<file path="src/design/scpihr_ram.sv">
// Generic single-port-write, single-port-read RAM with a registered read.
// Stand-alone; used by scpi_header_recognizer for the header store.
module scpihr_ram #(
    parameter int WIDTH = 8,
    parameter int DEPTH = 47
) (
    input  logic                     clk,
    input  logic                     wr_en,
    input  logic [$clog2(DEPTH)-1:0] wr_addr,
    input  logic [WIDTH-1:0]         wr_data,
    input  logic                     rd_en,
    input  logic [$clog2(DEPTH)-1:0] rd_addr,
    output logic [WIDTH-1:0]         rd_data
);

    logic [WIDTH-1:0] mem [DEPTH];
    logic [WIDTH-1:0] rd_data_reg;

    always_ff @(posedge clk)
    begin
        if (wr_en)
        begin
            mem[wr_addr] <= wr_data;
        end
        if (rd_en)
        begin
            rd_data_reg <= mem[rd_addr];
        end
    end

    assign rd_data = rd_data_reg;

endmodule

</file>
<file path="config.mk">
export PLATFORM = sky130hd
export DESIGN_NAME = scpihr_ram
export DESIGN_NICKNAME = d
export VERILOG_FILES = /design/src/design/scpihr_ram.sv
export SDC_FILE = /design/constraint.sdc
export NUM_CORES = 1
export LEC_CHECK = 0
export ABC_CLOCK_PERIOD_IN_PS = 2000
export BUFFER_PORTS_ARGS = -buffer_cell sky130_fd_sc_hd__buf_2
export CORE_MARGIN = 4
export CORE_UTILIZATION = 35
export DETAILED_ROUTE_END_ITERATION = 7
export GPL_TIMING_DRIVEN = 0
export PLACE_DENSITY = 0.6
export SKIP_CTS_REPAIR_TIMING = 1
export SLEW_MARGIN = 20
export SYNTH_ARGS = -nofsm -noshare
export SYNTH_HDL_FRONTEND = slang
export SYNTH_SLANG_ARGS = --single-unit
</file>
<file path="constraint.sdc">
create_clock -name clk -period 2 [get_ports clk]
set_input_delay 0 -clock clk [delete_from_list [all_inputs] [get_ports clk]]
set_output_delay 0 -clock clk [all_outputs]
set_load 0.03 [all_outputs]
</file>
==> summary.md <==
| Metric | Value |
|---|---|
| Total global routing overflow | 0 |
| Vias in the first global route | 7754 |
| Max Clk Rate | 0.4727 GHz |
| WL/cell | 22.97 um |
| Die X | 215.8 um |
| Hold path cells | 1 |
| Synth Net Count | 856 |
| Critical Path RT | 2.27 ns |
| Synth warn | 0 |
| First-pass GRT wire length | 51050 um |
| Chip Height | 215.8 um |
| Distinct cells, synth | 29 |
| P_leak | 5.622 nW |
| PnR worst setup slack | -0.1155 ns |
| Startpoint types | flop |
| Area contributors post-synth | edfxtp_1 76%, mux2i_1 7.9%, mux4_2 4.8% |
| Clock transition at path regs | 0.06 ns |
| Hold wc startpoint | wr_data[6] |
| WP data arrival | 2.38 ns |
| Dominant cell type by area after synthesis | edfxtp_1 |
| Design Area, Final | 17190 um2 |
| DR vias/cell | 5.068 |
| Post-layout util | 0.4062 |
| Number of routed nets with antenna violations | 0 |
| Final Skew | 0.01705 ns |
| DRT Pass-1 Iters | 5 |
| Largest net degree at the start of global routing | 48 |
| Max-cap viol count | 0 |
| Sequential share of the synthesized area | 0.7627 |
| Met3 usage | 0.01744 |
| Clock Path Buffers | 3 |
| Worst Path Buf+Inv | 0 |
| Avg Inst Size Synth | 18.15 um2 |
| Initial antenna violation count | 0 |
| Worst R2R Path Depth | 4 |
| Met2 usage | 0.2340 |
| Post-Syn Area | 15120 um2 |
| WHS | 0.1558 ns |
| CP peak stage delay | 0.45 ns |
| Diodes inserted | 0 |
| Worst Max-Slew Pin Slew | 1.057 ns |
| CP max stage cell | mux4_2 |
| Starting DRT DRC Count | 753 |
| TritonCTS Buffers | 37 |
| CP max FO | 1 |
| Port buffer count | 29 |
| Largest register FFs | 376 |
| CTS tree | done |
| DR vias | 7638 |
| Final hold viol count | 0 |
| Ys flop type | edfxtp_1 |
| Worst-Skew Late Latency | 0.53 ns |
| Root buffer cell | clkbuf_16 |
| Num rows | 75 |
| # clock sinks | 384 |
| Detailed Route WL | 34610 um |
| Setup Crit Path Kind | reg -> reg |
| Setup violations, final | 4 |
| Pwr/cell area | 968.8 nW/um2 |
| H-tree depth | 2 |
| Mapped Cells | 833 |
| Post-synth EDFFs | 384 |
| GRT Max-Usage Layer | met2 |
| Status | finished, violations left |
| Slew Limit Fails | 0 |
| Core area | 42320 um2 |
| Worst setup EP type | flop |
| FF-to-FF End | rd_data[1] |
| P&R area growth vs syn | 13.71% |
| R2r startpoint | mem[24][1] |
| Initial Utilization | 0.3573 |
| Setup_tns | -0.1955 ns |
| GP Congestion | 0.9563 |
| Worst Hold Class | in -> reg |
| Endpoint, Worst Hold | mem[28][6] |
| Critical Path, Cell by Cell | mux4_2 > o211ai_1 > nand4_1 > or3_1 |
| RSZ-0062 raised after global routing | yes |
| Global routing usage on met1 | 0.2077 |
| Remaining DRCs | 0 |
| Fraction of post-synthesis cell area in the top cell type by area | 0.7627 |
| Die area | 46590 um2 |
| Total Routing Usage GR | 0.1464 |
| Asr flop ratio synth | 0 |
| Most frequent cell after synthesis | edfxtp_1 |
| Worst rel slew slack | 0.2956 |
| Final critical-path required period | 2.115 ns |
| Violated checks | negative setup slack |
| HPWL after detailed placement | 22040 um |
| Flop-to-flop setup slack | -0.12 ns |
| Placed Area | 15990 um2 |
| Final net count | 925 |
| Worst VDD drop | 0.5433 mV |
| Fraction of layout cells with a size suffix above 1 | 0.1581 |
| Final period utilization | 1.058 |
| Largest delay share family, worst path | simple AND/OR/NAND/NOR gates |
| Top-Level Pins | 31 |
| Synth Register Bits | 384 |
| Commonest cells post-synth | 384 x edfxtp_1, 120 x mux2i_1, 54 x nor2_1 |
==> metal layers <==
metal	share of wire	wire (um)
met5	0	0
met4	0.034	1187
met3	0.058	2000
met2	0.47	16220
met1	0.44	15210
==> how the worst max path moves through the flow <==
stage	from	end	slack (ns)	cells past startpoint
CTS	mem[25][1]	rd_data[1]	-0.11	4
floorplan	rd_addr[0]	rd_data[4]	0.34	8
global route	mem[29][1]	rd_data[1]	-0.09	4
finish	mem[24][1]	rd_data[1]	-0.12	4
detailed placement	rd_addr[1]	rd_data[1]	-0.60	7
global placement	rd_addr[2]	rd_data[0]	-0.59	6
==> cell type report <==
class	count	area (um2)
repair buffers	30	155.1
plain buffers	45	242.7
multi-input cells	403	3366
inverters	1	3.754
clock inverters	19	162.7
fillers	3791	25130
clock buffers	48	1010
flip-flops and latches	384	11530
well taps	577	721.9
==> cells in the final DEF (no fill, tap or decap), types with 9 or more instances in the layout <==
cell type / synthesis / routed
mux4_2: 32 / 32
clkbuf_16: 0 / 39
buf_2: 22 / 51
nand3_1: 20 / 20
clkinv_1: 0 / 11
nand4_1: 9 / 9
mux2i_1: 120 / 120
nand2_1: 38 / 38
a22oi_1: 48 / 48
a21oi_1: 16 / 16
edfxtp_1: 384 / 384
clkbuf_1: 12 / 21
nor2_1: 54 / 54
==> logic make-up (layout without fill, tap and decap cells) <==
| group | Yosys count | after routing | synth area share |
|---|---|---|---|
| AO/OA/AOI/OAI | 102 | 102 | 0.04841 |
| buffers and inverters | 46 | 143 | 0.01630 |
| flip-flops | 384 | 384 | 0.7627 |
| multiplexers | 152 | 152 | 0.1271 |
| AND/OR/NAND/NOR | 149 | 149 | 0.04552 |
==> stage by stage <==
stage	setup slack (ns)	total power (W)	std cells
after floorplan	0.3351	0.009613	833
after global placement	-0.5898	0.01001	1439
after detailed placement	-0.5986	0.01003	1439
after CTS	-0.1090	0.01679	1506
after global routing	-0.09276	0.01718	1507
final	-0.1155	0.01666	1507
==> report_power, final <==
group | switching, W | internal (W)
clock | 0.00285 | 0.00395
combinational | 0.000621 | 0.000288
sequential | 0.0000153 | 0.00893
total | 0.00349 | 0.0132
Note: power is estimated with default switching activity, not from simulation.
